**config.mk**
```make
export PLATFORM = sky130hd
export DESIGN_NAME = rar_front
export DESIGN_NICKNAME = d
export VERILOG_FILES = /design/src/rtl/rational_add_reduce_unit_assert.svh /design/src/rtl/rar_pkg.sv /design/src/rtl/rar_front.sv
export SDC_FILE = /design/constraint.sdc
export NUM_CORES = 1
export LEC_CHECK = 0
export ABC_AREA = 0
export BUFFER_PORTS_ARGS = -buffer_cell sky130_fd_sc_hd__clkbuf_2
export CAP_MARGIN = 5
export CORE_AREA = 5 5 100 102
export DETAILED_ROUTE_END_ITERATION = 8
export DIE_AREA = 0 0 105 107
export SLEW_MARGIN = 10
export SYNTH_ARGS = -nofsm -noshare
export SYNTH_HDL_FRONTEND = slang
export SYNTH_SLANG_ARGS = --single-unit
export TNS_END_PERCENT = 20
```
**constraint.sdc**
```tcl
create_clock -name vclk -period 0.9
set_input_delay 0.045 -clock vclk [all_inputs]
set_output_delay 0.045 -clock vclk [all_outputs]
set_load 0.02 [all_outputs]
```
**src/rtl/rational_add_reduce_unit_assert.svh**
```systemverilog
// Assertion macros shared by the rational add/reduce unit modules.
`ifndef RATIONAL_ADD_REDUCE_UNIT_ASSERT_SVH
`define RATIONAL_ADD_REDUCE_UNIT_ASSERT_SVH

// The consequent must hold in the same cycle as the antecedent.
`define RAR_ASSERT_SAME(label, clk, rstn, ante, cons, msg) \
    label: assert property (@(posedge clk) disable iff (!(rstn)) (ante) |-> (cons)) \
        else $error(msg);

// The consequent must hold in the cycle after the antecedent.
`define RAR_ASSERT_NEXT(label, clk, rstn, ante, cons, msg) \
    label: assert property (@(posedge clk) disable iff (!(rstn)) (ante) |=> (cons)) \
        else $error(msg);

`endif

```
**src/rtl/rar_pkg.sv**
```systemverilog
// Package with the types, codes and helper functions of the rational add/reduce unit.
`timescale 1ns / 1ps

package rar_pkg;

    localparam int VALUE_WIDTH_DEF = 32;
    localparam int QUEUE_DEPTH     = 2;

    typedef enum logic [1:0] {
        ACT_REDUCE  = 2'd0,
        ACT_ADD     = 2'd1,
        ACT_ADD_INT = 2'd2,
        ACT_COMPARE = 2'd3
    } action_t;

    typedef enum logic [1:0] {
        ST_OK       = 2'd0,
        ST_ZERO_DEN = 2'd1,
        ST_OVERFLOW = 2'd2
    } status_t;

    typedef enum logic [1:0] {
        JOB_REDUCE,
        JOB_ADD,
        JOB_ADD_INT,
        JOB_DIRECT
    } job_t;

    typedef struct packed {
        job_t               job;
        logic signed [31:0] ln;
        logic signed [31:0] ld;
        logic signed [31:0] rn;
        logic signed [31:0] rd;
        logic               is_equal;
        status_t            status;
    } job_entry_t;

    typedef enum logic [2:0] {
        BK_IDLE,
        BK_MUL,
        BK_SUM,
        BK_PREP,
        BK_GCD,
        BK_SHIFT,
        BK_DIV,
        BK_DONE
    } back_state_t;

    // True when a sign and magnitude pair fits a signed value of w bits.
    function automatic logic fits_width(input logic neg, input logic [63:0] mag,
                                        input int w);
        logic [63:0] lim;
        lim = 64'd1 << (w - 1);
        return neg ? (mag <= lim) : (mag < lim);
    endfunction

    // Builds the 32-bit two's complement value of a sign and magnitude pair.
    function automatic logic [31:0] to_signed32(input logic neg, input logic [63:0] mag);
        logic [63:0] v;
        v = neg ? (~mag + 64'd1) : mag;
        return v[31:0];
    endfunction

endpackage

```
**src/rtl/rar_front.sv**
```systemverilog
// Front end: sign-extends the operands, decodes the action and classifies each beat.
`timescale 1ns / 1ps

module rar_front #(
    parameter int VALUE_WIDTH = rar_pkg::VALUE_WIDTH_DEF
) (
    input  logic               s_axis_tvalid,
    output logic               s_axis_tready,
    input  logic [127:0]       s_axis_tdata,
    input  logic [1:0]         s_axis_tuser,
    input  logic               q_full,
    output logic               q_push,
    output rar_pkg::job_entry_t q_entry
);

    localparam int SH = 32 - VALUE_WIDTH;

    logic signed [31:0] ln;
    logic signed [31:0] ld;
    logic signed [31:0] rn;
    logic signed [31:0] rd;
    rar_pkg::action_t   action;

    assign ln = $signed(s_axis_tdata[31:0]   << SH) >>> SH;
    assign ld = $signed(s_axis_tdata[63:32]  << SH) >>> SH;
    assign rn = $signed(s_axis_tdata[95:64]  << SH) >>> SH;
    assign rd = $signed(s_axis_tdata[127:96] << SH) >>> SH;
    assign action = rar_pkg::action_t'(s_axis_tuser);

    assign s_axis_tready = !q_full;
    assign q_push        = s_axis_tvalid && !q_full;

    always_comb begin
        q_entry.ln       = ln;
        q_entry.ld       = ld;
        q_entry.rn       = rn;
        q_entry.rd       = rd;
        q_entry.is_equal = 1'b0;
        q_entry.status   = rar_pkg::ST_OK;
        q_entry.job      = rar_pkg::JOB_DIRECT;
        unique case (action)
            rar_pkg::ACT_REDUCE: begin
                if (ld == 32'sd0) begin
                    q_entry.status = rar_pkg::ST_ZERO_DEN;
                end else begin
                    q_entry.job = rar_pkg::JOB_REDUCE;
                end
            end
            rar_pkg::ACT_ADD: begin
                if (ld == 32'sd0 || rd == 32'sd0) begin
                    q_entry.status = rar_pkg::ST_ZERO_DEN;
                end else begin
                    q_entry.job = rar_pkg::JOB_ADD;
                end
            end
            rar_pkg::ACT_ADD_INT: begin
                if (ld == 32'sd0) begin
                    q_entry.status = rar_pkg::ST_ZERO_DEN;
                end else begin
                    q_entry.job = rar_pkg::JOB_ADD_INT;
                end
            end
            default: begin
                q_entry.is_equal = (ln == rn) && (ld == rd);
            end
        endcase
    end

endmodule

```
==> results by group <==
Run status
  – Status: complete, but fails checks
  – Failing checks: negative setup slack

Placement
  – Count of buffers from port buffering: 266
  – Routability Congestion: 0.852
  – Pre-CTS setup slack: -0.826 ns
  – HPWL Detailed: 8870 microns

Floorplanning
  – Die width: 105 microns
  – DIE HEIGHT: 107 microns
  – Standard-cell rows: 35
  – Initial Utilization: 21.0%
  – Core Area: 9020 sq um
  – IO Count: 267
  – Die area: 11200 sq um

Drt
  – Detailed router's first-iteration violation count: 62
  – Detailed-route via count: 2451
  – # DRC: 0
  – DRT Wirelength: 9240 microns
  – Drt pass-1 iters: 4
  – Wire length per cell: 15.7 microns
  – Post-route ant nets: 0
  – Vias per cell: 4.15

Timing
  – RSZ-0062 raised after global routing: true
  – PnR worst setup slack: -0.646 ns
  – Final Cycle Share: 172%
  – Hold Worst Slack: 0.323 ns
  – Final min period: 1.55 ns
  – Max Freq: 0.647 GHz
  – Final Setup Violations: 4
  – Hold Fails Final Rpt: 0
  – Max-slew violations: 0

Global route
  – First-pass GRT wire length: 13200 microns
  – Antenna violations before repair: 0
  – Grt ovf: 0
  – Largest net degree at the start of global routing: 5
  – Vias in the first global route: 2531
  – Gr usage total: 14.6%

Critical path
  – CP Max Fanout: 2
  – Endpoint type of the worst setup path: output port
  – Worst Path Arrival: 1.50 ns
  – Startpoint types: input port
  – Setup Crit Path Kind: input port to output port
  – Required @ worst endpoint: 0.85 ns

Min path
  – Hold Crit Class: input port to output port

Synth
  – Yosys top cell area share: 51.2%
  – Sequential fraction of the synthesis area: 0%
  – Top post-synthesis cells by area: buf_4 (51%), xnor2_1 (15%), xor2_1 (7.4%)
  – Syn_nets: 393
  – Syn Area/Cell: 7.24 sq um
  – Synth Cell Area: 1890 sq um
  – Cells after synthesis: 261
  – Yosys warning total: 0
  – Top-count cell post-synth: buf_4
  – Synth area leader: buf_4
  – Most frequent cells after synthesis: buf_4 (129), xnor2_1 (33), nor4_1 (19)
  – Synth cell types: 24

Cells and area
  – # clk buffers: 0
  – Area of the multi-input gates: 945 sq um
  – Sequential cell area: 0 sq um
  – NumNets Final: 613
  – Seq Cell Count: 0
  – Ratio of cells with drive above 1 in the final layout: 75.4%
  – Fill cells: 993
  – Antenna cells: 0
  – Area delta synth->final: 64.0%
  – Final core occ: 34.4%

Flow run
  – MaxCap Viol Count: 0

Pwr
  – Pwr dens: 590 nW/um^2
  – VDD IR max: 0.208 mV
  – Leakage: 1.85 nW

Clocking
  – Setup bufs post-CTS: 0
-- worst paths after layout --
| kind | from | to | depth (start not counted) |
|---|---|---|---|
| worst min-delay path | s_axis_tdata[75] | q_entry[46] | 2 |
| worst max-delay path | s_axis_tdata[122] | q_entry[2] | 7 |
-- critical path: stages --
cell and delay, ns:
clkbuf_2 0.11, xnor2_2 0.22, nand4_1 0.19, nor4_1 0.19, nand4_1 0.22, nor4_4 0.33, clkbuf_8 0.19
-- per-stage QoR --
stage	cells	total power [mW]	setup TNS (ns)	cell area, sq um
floorplan	261	1.13	-0.336	1900
global placement	590	1.80	-2.41	3010
detailed placement	590	1.81	-2.73	3010
CTS	590	1.86	-2.40	3090
global route	590	1.96	-2.69	3100
finish	590	1.83	-2.15	3100
-- area by class of cell --
cell class,count,area share [%]
multi-input combinational,116,30.5
tap,111,4.48
timing repair buffer,347,63.1
inverter,16,1.94
-- layer usage --
layer	vias to the layer above	global-route usage, %	wire (microns)	part of all wire [%]
li1	1202	-	-	-
met1	1106	17.1	3510	38
met2	139	29.0	5030	54
met3	4	2.47	650	7.0
met4	0	0.365	43	0.47
met5	-	0	0	0
-- power breakdown --
group / internal [mW] / total [mW] / switching (mW)
clock network: 0 / 0 / 0
registers: 0 / 0 / 0
logic: 0.814 / 1.83 / 1.01
-- cell usage in the layout, fill, tap and decap left out, drive strengths merged, types with 3 or more instances in the layout --
cell     instances
buf             81
clkbuf         266
inv             16
nand4           14
nor2             4
nor3             3
nor4            21
o22ai            5
o2bb2ai          3
xnor2           33
xor2            16
-- repair_timing --
action	4_1_cts	5_1_grt
pin swaps	15	1
resized for setup	13	1
setup endpoints to repair	4	4
hold buffers	0	0
-- logic make-up (layout without fill, tap and decap cells) --
| logic type | Yosys count | in the layout | synth area share [%] |
|---|---|---|---|
| simple gates | 49 | 49 | 16.0 |
| buf+inv | 145 | 363 | 54.4 |
| xor+xnor | 49 | 49 | 22.7 |
| other cells | 1 | 1 | 0.198 |
| compound gates | 17 | 17 | 6.68 |
Power figures use the tool's default switching activity.
