$ cat config.mk
export PLATFORM = sky130hd
export DESIGN_NAME = rar_queue
export DESIGN_NICKNAME = d
export VERILOG_FILES = /design/src/rtl/rar_pkg.sv /design/src/rtl/rar_queue.sv
export VERILOG_INCLUDE_DIRS = /design/src /design/src/rtl
export SDC_FILE = /design/constraint.sdc
export NUM_CORES = 1
export LEC_CHECK = 0
export BUFFER_PORTS_ARGS = -buffer_cell sky130_fd_sc_hd__buf_2
export CAP_MARGIN = 20
export CORE_MARGIN = 2
export CORE_UTILIZATION = 45
export CTS_CLUSTER_SIZE = 12
export DETAILED_ROUTE_END_ITERATION = 8
export GPL_TIMING_DRIVEN = 0
export PLACE_DENSITY = 0.7
export SLEW_MARGIN = 30
export SYNTH_ARGS = -nofsm -noshare
export SYNTH_HDL_FRONTEND = slang
export SYNTH_SLANG_ARGS = --single-unit
$ cat constraint.sdc
create_clock -name aclk -period 21.7 [get_ports aclk]
set_input_delay 1.085 -clock aclk [delete_from_list [all_inputs] [get_ports aclk]]
set_output_delay 1.085 -clock aclk [all_outputs]
set_load 0.02 [all_outputs]
$ cat src/rtl/rational_add_reduce_unit_assert.svh
// Assertion macros shared by the rational add/reduce unit modules.
`ifndef RATIONAL_ADD_REDUCE_UNIT_ASSERT_SVH
`define RATIONAL_ADD_REDUCE_UNIT_ASSERT_SVH

// The consequent must hold in the same cycle as the antecedent.
`define RAR_ASSERT_SAME(label, clk, rstn, ante, cons, msg) \
    label: assert property (@(posedge clk) disable iff (!(rstn)) (ante) |-> (cons)) \
        else $error(msg);

// The consequent must hold in the cycle after the antecedent.
`define RAR_ASSERT_NEXT(label, clk, rstn, ante, cons, msg) \
    label: assert property (@(posedge clk) disable iff (!(rstn)) (ante) |=> (cons)) \
        else $error(msg);

`endif

$ cat src/rtl/rar_pkg.sv
// Package with the types, codes and helper functions of the rational add/reduce unit.
`timescale 1ns / 1ps

package rar_pkg;

    localparam int VALUE_WIDTH_DEF = 32;
    localparam int QUEUE_DEPTH     = 2;

    typedef enum logic [1:0] {
        ACT_REDUCE  = 2'd0,
        ACT_ADD     = 2'd1,
        ACT_ADD_INT = 2'd2,
        ACT_COMPARE = 2'd3
    } action_t;

    typedef enum logic [1:0] {
        ST_OK       = 2'd0,
        ST_ZERO_DEN = 2'd1,
        ST_OVERFLOW = 2'd2
    } status_t;

    typedef enum logic [1:0] {
        JOB_REDUCE,
        JOB_ADD,
        JOB_ADD_INT,
        JOB_DIRECT
    } job_t;

    typedef struct packed {
        job_t               job;
        logic signed [31:0] ln;
        logic signed [31:0] ld;
        logic signed [31:0] rn;
        logic signed [31:0] rd;
        logic               is_equal;
        status_t            status;
    } job_entry_t;

    typedef enum logic [2:0] {
        BK_IDLE,
        BK_MUL,
        BK_SUM,
        BK_PREP,
        BK_GCD,
        BK_SHIFT,
        BK_DIV,
        BK_DONE
    } back_state_t;

    // True when a sign and magnitude pair fits a signed value of w bits.
    function automatic logic fits_width(input logic neg, input logic [63:0] mag,
                                        input int w);
        logic [63:0] lim;
        lim = 64'd1 << (w - 1);
        return neg ? (mag <= lim) : (mag < lim);
    endfunction

    // Builds the 32-bit two's complement value of a sign and magnitude pair.
    function automatic logic [31:0] to_signed32(input logic neg, input logic [63:0] mag);
        logic [63:0] v;
        v = neg ? (~mag + 64'd1) : mag;
        return v[31:0];
    endfunction

endpackage

$ cat src/rtl/rar_queue.sv
// Short queue of classified jobs between the front end and the arithmetic engine.
`timescale 1ns / 1ps
`include "rational_add_reduce_unit_assert.svh"

module rar_queue (
    input  logic                aclk,
    input  logic                aresetn,
    input  logic                push,
    input  rar_pkg::job_entry_t push_entry,
    output logic                full,
    input  logic                pop,
    output logic                head_valid,
    output rar_pkg::job_entry_t head_entry
);

    localparam int DEPTH = rar_pkg::QUEUE_DEPTH;
    localparam int PTR_W = (DEPTH > 1) ? $clog2(DEPTH) : 1;
    localparam int CNT_W = $clog2(DEPTH + 1);

    rar_pkg::job_entry_t slots_reg [DEPTH];
    logic [PTR_W-1:0]    wr_ptr_reg;
    logic [PTR_W-1:0]    rd_ptr_reg;
    logic [CNT_W-1:0]    count_reg;

    assign full       = (count_reg == CNT_W'(DEPTH));
    assign head_valid = (count_reg != '0);
    assign head_entry = slots_reg[rd_ptr_reg];

    always_ff @(posedge aclk) begin
        if (push) begin
            slots_reg[wr_ptr_reg] <= push_entry;
        end
    end

    always_ff @(posedge aclk) begin
        if (!aresetn) begin
            wr_ptr_reg <= '0;
            rd_ptr_reg <= '0;
            count_reg  <= '0;
        end else begin
            if (push) begin
                wr_ptr_reg <= (wr_ptr_reg == PTR_W'(DEPTH - 1)) ? '0 : wr_ptr_reg + 1'b1;
            end
            if (pop) begin
                rd_ptr_reg <= (rd_ptr_reg == PTR_W'(DEPTH - 1)) ? '0 : rd_ptr_reg + 1'b1;
            end
            if (push && !pop) begin
                count_reg <= count_reg + 1'b1;
            end else if (pop && !push) begin
                count_reg <= count_reg - 1'b1;
            end
        end
    end

    `RAR_ASSERT_SAME(a_no_push_full, aclk, aresetn, push, count_reg != CNT_W'(DEPTH), "push into full queue")

endmodule

==> results of run 1 <==
worst paths after layout:
path                        startpoint  slack [ns]  depth (start not counted)                           to
max reg2reg    wr_ptr_reg$_SDFFE_PN0P_       19.84                          4  slots_reg[0][108]$_DFFE_PP_
min reg2reg  count_reg[1]$_SDFFE_PN0P_        0.52                          2    count_reg[1]$_SDFFE_PN0P_
max                           register       18.72                          5               head_entry[47]
min          count_reg[1]$_SDFFE_PN0P_        0.52                          2    count_reg[1]$_SDFFE_PN0P_
kinds of logic (layout without fill, tap and decap cells):
| group | count (synthesis) | count (layout) |
|---|---|---|
| multiplexers | 133 | 133 |
| AND/OR/NAND/NOR | 9 | 9 |
| adder cells (fa/ha/maj) | 1 | 1 |
| other | 0 | 2 |
| XOR/XNOR | 3 | 3 |
| AO/OA/AOI/OAI | 3 | 3 |
| flip-flops | 271 | 271 |
| buffers and inverters | 16 | 340 |
worst register-to-register path: cells and delay by family, from the launching register on:
kind | cells | cell delay [ns]
and+or+nand+nor | 1 | 0.57
DFF | 1 | 0.35
buffers and inverters | 3 | 0.65
stage by stage:
| stage | hold slack (ns) | setup slack [ns] |
|---|---|---|
| after detailed placement | 0.516 | 18.89 |
| after floorplan | 0.468 | 14.18 |
| after global placement | 0.483 | 11.09 |
| after CTS | 0.528 | 18.65 |
| after global routing | 0.572 | 18.61 |
| final | 0.518 | 18.72 |
cells in the mapped netlist:
master / count
o21a_1: 1
buf_6: 9
and2_1: 4
edfxtp_1: 266
o21ai_0: 1
xor2_1: 2
buf_2: 6
ha_1: 1
dfxtp_1: 5
xnor2_1: 1
or2_2: 1
nor2b_1: 3
or3_1: 1
mux2_4: 70
inv_1: 1
mux2_2: 63
a21boi_0: 1
routing by layer:
layer	up-vias	track usage [%]
met5	-	0
met4	4	5.74
met3	51	5.38
met2	220	27.5
met1	2479	17.5
li1	2357	-
report_power, final:
| group | internal, W | switching (W) | leakage [nW] |
|---|---|---|---|
| clock network | 0.000239 | 0.000176 | 0.380 |
| registers | 0.000605 | 0.00000659 | 2.54 |
| logic | 0.0000703 | 0.0000856 | 2.07 |
| total | 0.000914 | 0.000268 | 4.99 |
placed cells by master, fill, tap and decap left out:
cell,netlist,routed
a21boi_0,1,1
and2_1,4,3
xor2_1,2,2
or2_2,1,1
clkinv_1,0,8
edfxtp_1,266,266
buf_6,9,9
nor2b_4,0,1
o21a_1,1,1
clkinv_2,0,1
mux2_2,63,63
buf_16,0,6
ha_1,1,1
or3_1,1,1
buf_2,6,277
mux2_4,70,70
and2_4,0,1
buf_12,0,3
clkinvlp_4,0,1
o21ai_0,1,1
nor2b_1,3,2
inv_1,1,1
xnor2_1,1,1
diode_2,0,2
clkbuf_16,0,29
clkbuf_1,0,5
dfxtp_1,5,5
cell type report:
cell class	count	area (um^2)
Fill cell	1633	9130
Clock buffer	34	744
Sequential cell	271	8090
Timing Repair Buffer	280	1580
Clock inverter	10	42.5
Tap cell	280	350
Multi-Input combinational cell	149	1890
Antenna cell	2	5.00
Buffer	15	131
Inverter	1	3.75
==> flow_summary_export.csv, run 1 <==
group,metric,value,unit
synth,ys_ff_latch,271,
finish,final_util,58.4,%
synth,synthMuxAreaShare,17.4,%
clock_tree,root_buffer,"clkbuf_16",
worst_setup_path,path_cells,"buf_6, buf_6, buf_6, mux2_4, buf_2",
worst_setup_path,path_max_fanout,10,
finish,layout-drive-gt1-share,60.8,%
routing,dr.pass1.iters,4,
sta,rsz0062_at_grt,"false",
sta,hold_viol_final,0,
synth,postSynthAreaPerCell,23.2,um^2
clock_tree,clkLatencyLatePin,0.52,ns
global_route,grt_max_degree,42,
routing,dr_wl_met3,1740,um
sta,worstMarginPinSlew,0.697,ns
synth,netlist.area_leader.share,79.1,%
floorplanning,dieWidth,154,um
placed_design,io_buffers,271,
synth,yosys_warnings,0,
worst_setup_path,critPathTopFamily,"buffers and inverters",
clock_tree,clockBufferDepth,3,
floorplanning,initial_utilization,46.0,%
routing,wl,19200,um
synth,synthXorXnorAreaFrac,0.260,%
synth,synth_compound_area_share,0.198,%
floorplanning,ioPinCount,272,
worst_setup_path,slowest_stage,"dfxtp_1",
global_route,grt_pass1_wl,28700,um
clock_tree,hold_buffers,0,
synth,synth_top_cell_by_area,"edfxtp_1",
pwr,leakagePower,4.99,nW
worst_setup_path,cp_data_arrival_time,1.90,ns
placed_design,dpl.hpwl,13700,um
routing,drt-met1-wl,7260,um
synth,synthAdderAreaFrac,0.124,%
routing,drt_iter0_drc,210,
sta,tns,0,ns
worst_setup_path,worst_path_most_repeated_cell,"buf_6",
flow_run,cap_violations,0,
sta,maxSlewHeadroom,53.5,%
finish,area_delta_synth_final,27.1,%
sta,finalCritPeriodShare,13.7,%
pwr,p_total,0.00118,W
global_route,antenna_found_initial,4,
synth,netlist_area,10100,um^2
routing,num_vias,5111,
clock_tree,cts_tree,"yes",
synth,synth_area_leaders,"edfxtp_1 79%, mux2_4 10%, mux2_2 7.0%",
placed_design,post-place-cells,996,
worst_setup_path,critPathBufInv,4,
worst_setup_path,endpoint_kind,"primary output",
sta,fmax,335,MHz
finish,largest_reg_flops,266,
finish,fin_cells,1042,
routing,drc,0,
worst_setup_path,worstSetupStartpointType,"register",
clock_tree,cts_resized,0,
worst_setup_path,max_stage_delay,0.32,ns
floorplanning,core,22000,um^2
finish,nets,884,
status,outcome,"finished clean",
sta,setup_viol,0,
routing,routed_via_density,4.90,
synth,ys_types,17,
synth,yosysSeqAreaShare,80.1,%
placed_design,placed_area,12000,um^2
floorplanning,die_area,23700,um^2
synth,synth_top_family_by_area,"multiplexers",
pwr,vdd.ir_drop.worst,0.0000688,V
global_route,grt-ovfl-total,0,
sta,period_needed,2.98,ns
global_route,grt_pass1_vias,5479,
synth,syn_nets,574,
sta,maxSlewViolCount,0,
finish,final_area,12800,um^2
sta,clock_skew,0.00571,ns
hold_path,hold_path.class,"reg -> reg",
routing,ant_nets,0,
routing,wl_per_cell,18.4,um
clock_tree,post_cts_buffers,0,
worst_setup_path,cp.required,20.61,ns
routing,top_layer_used,"met5",
pwr,cellPowerDensity,92.1,nW/um^2
synth,syn-instance-count,436,
clock_tree,numCtsBuffers,28,
worst_setup_path,critPathKind,"reg -> out",
clock_tree,cts.sinks,271,
routing,met2WireLength,9550,um
global_route,track_usage,15.5,%
clock_tree,clkSlewWorstSetupHoldPaths,0.06,ns
floorplanning,num_rows,54,
synth,yosys.area_share.simple,0.558,%
placed_design,gp_congestion,0.731,
floorplanning,die_y,154,um
clock_tree,h-tree-depth,1,
No activity file was read; power rests on OpenSTA's default activity.
==> run 2, diff against run 1 <==
Settings changed: ABC_AREA set to 1.
Clock period 21.7 ns to 3.01 ns, I/O delays scaled along.
==> flow_summary_export.csv, run 2 <==
group,metric,value,unit
worst_setup_path,critPathKind,"reg -> out",
sta,worstMarginPinSlew,0.361,ns
clock_tree,cts.sinks,271,
global_route,grt_pass1_wl,33000,um
worst_setup_path,critPathTopFamily,"buffers and inverters",
worst_setup_path,path_max_fanout,10,
synth,yosysSeqAreaShare,80.0,%
synth,synthAdderAreaFrac,0.124,%
sta,period_needed,2.01,ns
sta,finalCritPeriodShare,66.7,%
worst_setup_path,worst_path_most_repeated_cell,"buf_2",
synth,synthMuxAreaShare,17.4,%
clock_tree,clkLatencyLatePin,0.53,ns
worst_setup_path,max_stage_delay,0.39,ns
global_route,track_usage,17.6,%
finish,final_util,65.1,%
clock_tree,numCtsBuffers,28,
sta,hold_viol_final,0,
worst_setup_path,r2r_setup_slack,1.15,ns
finish,area_delta_synth_final,41.5,%
worst_setup_path,path_cells,"buf_6, buf_2, mux2_2, buf_2",
sta,setup_ws,1.00,ns
sta,maxSlewViolCount,0,
finish,final_common_cell,"buf_2",
hold_path,hold_path.class,"in -> reg",
worst_setup_path,critPathBufInv,3,
floorplanning,num_rows,54,
synth,ys_ff_latch,271,
routing,wl,21500,um
routing,wl_per_cell,17.9,um
floorplanning,core,22000,um^2
finish,layout-drive-gt1-share,50.9,%
synth,yosys.area_share.simple,0.743,%
pwr,leakagePower,5.64,nW
routing,routed_via_density,4.81,
finish,antenna_cells,0,
finish,final_area,14300,um^2
status,outcome,"finished clean",
synth,synth_area_leaders,"edfxtp_1 79%, mux2_4 10%, mux2_2 7.0%",
worst_setup_path,endpoint_kind,"primary output",
finish,nets,1037,
placed_design,gp_congestion,0.785,
clock_tree,h-tree-depth,1,
synth,synth_compound_area_share,0.0990,%
floorplanning,ioPinCount,272,
floorplanning,dieWidth,154,um
synth,synth_flop_cell,"edfxtp_1",
global_route,antenna_found_initial,0,
placed_design,dp_slack,1.27,ns
worst_setup_path,cp.depth,4,
worst_setup_path,cp_data_arrival_time,1.86,ns
synth,postSynthAreaPerCell,22.5,um^2
synth,synth_edf_count,266,
synth,yosys_warnings,0,
routing,ant_nets,0,
sta,clock_skew,0.0187,ns
clock_tree,cts_tree,"yes",
synth,ys_async_sr_fraction,0,%
worst_setup_path,slowest_stage,"mux2_2",
routing,dr.pass1.iters,4,
synth,ys_types,14,
global_route,grt-ovfl-total,0,
synth,synth_top_family_by_area,"multiplexers",
synth,netlist_area,10100,um^2
floorplanning,initial_utilization,46.0,%
synth,syn_nets,587,
floorplanning,die_area,23700,um^2
global_route,grt_pass1_vias,6442,
pwr,vdd.ir_drop.worst,0.000444,V
synth,syn-instance-count,449,
synth,synth_common_cells,"266 x edfxtp_1, 70 x mux2_4, 63 x mux2_2",
sta,setup_viol,0,
clock_tree,cts_resized,0,
worst_setup_path,reg2regPathDepth,5,
finish,final_cell_mix,"277 x buf_2, 266 x edfxtp_1, 137 x dlygate4sd3_1",
placed_design,dpl.hpwl,13700,um
placed_design,io_buffers,271,
global_route,grt_max_degree,30,
sta,maxSlewHeadroom,75.9,%
floorplanning,die_y,154,um
synth,synth.most_common_cell,"edfxtp_1",
sta,fmax,498,MHz
routing,num_vias,5768,
clock_tree,clockBufferDepth,3,
worst_setup_path,worstSetupStartpointType,"register",
clock_tree,clkSlewWorstSetupHoldPaths,0.06,ns
pwr,cellPowerDensity,606,nW/um^2
sta,rsz0062_at_grt,"false",
placed_design,placed_area,12100,um^2
worst_setup_path,cp.required,2.86,ns
synth,synth_top_cell_by_area,"edfxtp_1",
flow_run,cap_violations,0,
routing,drt_iter0_drc,237,
synth,synthXorXnorAreaFrac,0,%
routing,drc,0,
clock_tree,root_buffer,"clkbuf_16",
finish,largest_reg_flops,266,
synth,netlist.area_leader.share,79.0,%
hold_path,holdPathStages,3,
## run 2: power by group
part           internal, W  switching [W]  total, W
clock network      0.00178        0.00130   0.00307
registers          0.00437      0.0000500   0.00442
logic             0.000571       0.000601   0.00117
## run 2: cell type report
cell class              count  area, um^2
flip-flops and latches    271        8090
fillers                  1450        7660
repair buffers            420        3020
multi-input cells         155        1870
clock buffers              40         777
well taps                 280         350
plain buffers              15         131
clock inverters             9        41.3
inverters                   8        33.8
## run 2: final timing paths
kind | to | start
min | count_reg[0]$_SDFFE_PN0P_ | push
min reg2reg | register | rd_ptr_reg$_SDFFE_PN0P_
max reg2reg | wr_ptr_reg$_SDFFE_PN0P_ | wr_ptr_reg$_SDFFE_PN0P_
max | head_entry[122] | register
## run 2: routing by layer
metal | vias to the layer above | GRT usage, % | routed length [um]
met5 | - | 0 | 0
met4 | 0 | 5.38 | 444
met3 | 40 | 5.13 | 1710
met2 | 237 | 32.4 | 11200
met1 | 2828 | 19.8 | 8170
li1 | 2663 | - | -
## run 2: timing repair
item                      CTS  global route
hold buffers              137             0
hold endpoints to repair  271             0
setup buffers               0             0
## run 2: through the flow
stage,hold WS [ns],cells,power (W),setup TNS [ns]
floorplan,0.249,449,0.00511,0
finish,0.0714,1198,0.00866,0
detailed placement,0.343,1012,0.00552,0
global route,0.0854,1198,0.00897,0
global placement,0.337,1000,0.00544,-184.55
CTS,0.0108,1198,0.00875,0
## run 2: logic make-up (layout without fill, tap and decap cells)
family                     Yosys count  count (layout)
and+or+nand+nor                     19              19
DFF                                271             271
adders and majority gates            1               1
muxes                              133             133
AOI/OAI and AO/OA                    2               2
buffers and inverters               23             492
## run 2: worst reg2reg max path: cells and delay by family (launching register included)
kind,cells,cell delay [ns]
buffers and inverters,2,1.08
flip-flops,1,0.41
AND/OR/NAND/NOR,3,0.25
==> run 3, diff against run 2 <==
Clock period 3.01 ns to 2.1 ns, I/O delays scaled along.
==> flow_summary_export.csv, run 3 (same netlist as run 2, synthesis figures left out) <==
group,metric,value,unit
worst_setup_path,max_stage_delay,0.32,ns
worst_setup_path,reg2regPathDepth,5,
global_route,grt-ovfl-total,0,
flow_run,cap_violations,0,
clock_tree,clkSlewWorstSetupHoldPaths,0.06,ns
finish,antenna_cells,0,
clock_tree,h-tree-depth,1,
placed_design,placed_area,12100,um^2
worst_setup_path,path_cells,"buf_6, buf_8, buf_6, mux2_4, buf_2",
pwr,p_total,0.0125,W
finish,fillers,1458,
pwr,vdd.ir_drop.worst,0.000896,V
finish,fin_cells,1195,
clock_tree,clkLatencyLatePin,0.52,ns
floorplanning,core,22000,um^2
worst_setup_path,worstSetupStartpointType,"register",
finish,nets,1035,
sta,hold_viol_final,0,
pwr,cellPowerDensity,872,nW/um^2
sta,worstMarginPinSlew,0.534,ns
placed_design,gp_congestion,0.730,
finish,final_area,14300,um^2
floorplanning,dieWidth,154,um
clock_tree,root_buffer,"clkbuf_16",
routing,drt_iter0_drc,257,
worst_setup_path,cp_data_arrival_time,1.87,ns
floorplanning,die_area,23700,um^2
worst_setup_path,critPathTopFamily,"buffers and inverters",
finish,final_common_cell,"buf_2",
routing,routed_via_density,4.80,
global_route,grt_pass1_wl,32600,um
worst_setup_path,critPathKind,"reg -> out",
worst_setup_path,r2r-end,"slots_reg[1][125]$_DFFE_PP_",
placed_design,post-place-cells,1011,
finish,layout-drive-gt1-share,51.3,%
pwr,leakagePower,5.65,nW
finish,largest_reg_flops,266,
hold_path,min_to,"slots_reg[1][2]$_DFFE_PP_",
floorplanning,num_rows,54,
floorplanning,ioPinCount,272,
clock_tree,numCtsBuffers,28,
clock_tree,cts_tree,"yes",
sta,fmax,507,MHz
routing,wl,21300,um
floorplanning,die_y,154,um
worst_setup_path,worst_path_most_repeated_cell,"buf_6",
routing,num_vias,5734,
clock_tree,clockBufferDepth,3,
global_route,antenna_found_initial,0,
worst_setup_path,rr_startpoint,"wr_ptr_reg$_SDFFE_PN0P_",
worst_setup_path,slowest_stage,"dfxtp_1",
sta,tns,0,ns
sta,setup_viol,0,
clock_tree,cts.sinks,271,
routing,dr.pass1.iters,7,
finish,area_delta_synth_final,41.6,%
global_route,grt_pass1_vias,6362,
sta,clock_skew,0.0114,ns
routing,wl_per_cell,17.8,um
worst_setup_path,path_max_fanout,10,
finish,final_cell_mix,"277 x buf_2, 266 x edfxtp_1, 136 x dlygate4sd3_1",
routing,drc,0,
floorplanning,initial_utilization,46.0,%
clock_tree,post_cts_buffers,0,
sta,rsz0062_at_grt,"false",
global_route,track_usage,17.3,%
sta,finalCritPeriodShare,93.9,%
hold_path,min-delay-start,"push_entry[2]",
sta,period_needed,1.97,ns
hold_path,holdPathStages,2,
worst_setup_path,cp.depth,5,
worst_setup_path,endpoint_kind,"primary output",
sta,maxSlewViolCount,0,
worst_setup_path,r2r_setup_slack,0.21,ns
finish,final_util,65.2,%
placed_design,dpl.hpwl,13900,um
status,outcome,"finished clean",
global_route,grt_max_degree,27,
worst_setup_path,critPathBufInv,4,
sta,maxSlewHeadroom,64.3,%
hold_path,hold_path.class,"in -> reg",
routing,ant_nets,0,
worst_setup_path,cp.required,2.00,ns
placed_design,io_buffers,271,
[run 3: power breakdown]
group / leakage, nW / internal, W / total (W) / switching, W
logic: 2.70 / 0.000817 / 0.00168 / 0.000861
registers: 2.54 / 0.00626 / 0.00634 / 0.0000711
clock network: 0.408 / 0.00260 / 0.00446 / 0.00186
[run 3: worst max-delay path by stage]
stage / startpoint / to / slack (ns)
after global routing: register / head_entry[81] / 0.02
after detailed placement: wr_ptr_reg$_SDFFE_PN0P_ / slots_reg[1][117]$_DFFE_PP_ / 0.21
after CTS: register / head_entry[44] / 0.03
final: register / head_entry[81] / 0.13
after floorplan: wr_ptr_reg$_SDFFE_PN0P_ / slots_reg[1][0]$_DFFE_PP_ / -0.66
after global placement: wr_ptr_reg$_SDFFE_PN0P_ / slots_reg[1][117]$_DFFE_PP_ / -1.62
[run 3: through the flow]
stage	worst slack [ns]	hold WS, ns
after floorplan	-0.662	0.204
after global routing	0.0212	0.294
after CTS	0.0272	0.269
after detailed placement	0.214	0.296
final	0.128	0.293
after global placement	-1.62	0.292
[run 3: final cells by class]
type                            count  area (um^2)  area share (%)
Buffer                             15          139           0.970
Clock buffer                       40          797            5.57
Clock inverter                      8         33.8           0.236
Inverter                            8         33.8           0.236
Multi-Input combinational cell    155         1870            13.0
Sequential cell                   271         8090            56.5
Tap cell                          280          350            2.45
Timing Repair Buffer              418         3010            21.0
[run 3: per-layer routing]
layer  vias up  GRT usage [%]  part of all wire [%]  routed length (um)
met5         -              0                     0                   0
met4         0           5.38                   2.8                 593
met3        45           4.34                   6.5                1380
met2       221           32.3                    52               11100
met1      2805           19.5                    39                8220
li1       2663              -                     -                   -
[run 3: what timing repair did]
action	4_1_cts	5_1_grt
hold buffers	136	0
setup endpoints to repair	0	3
endpoints found under the hold margin	271	0
resized for setup	0	2
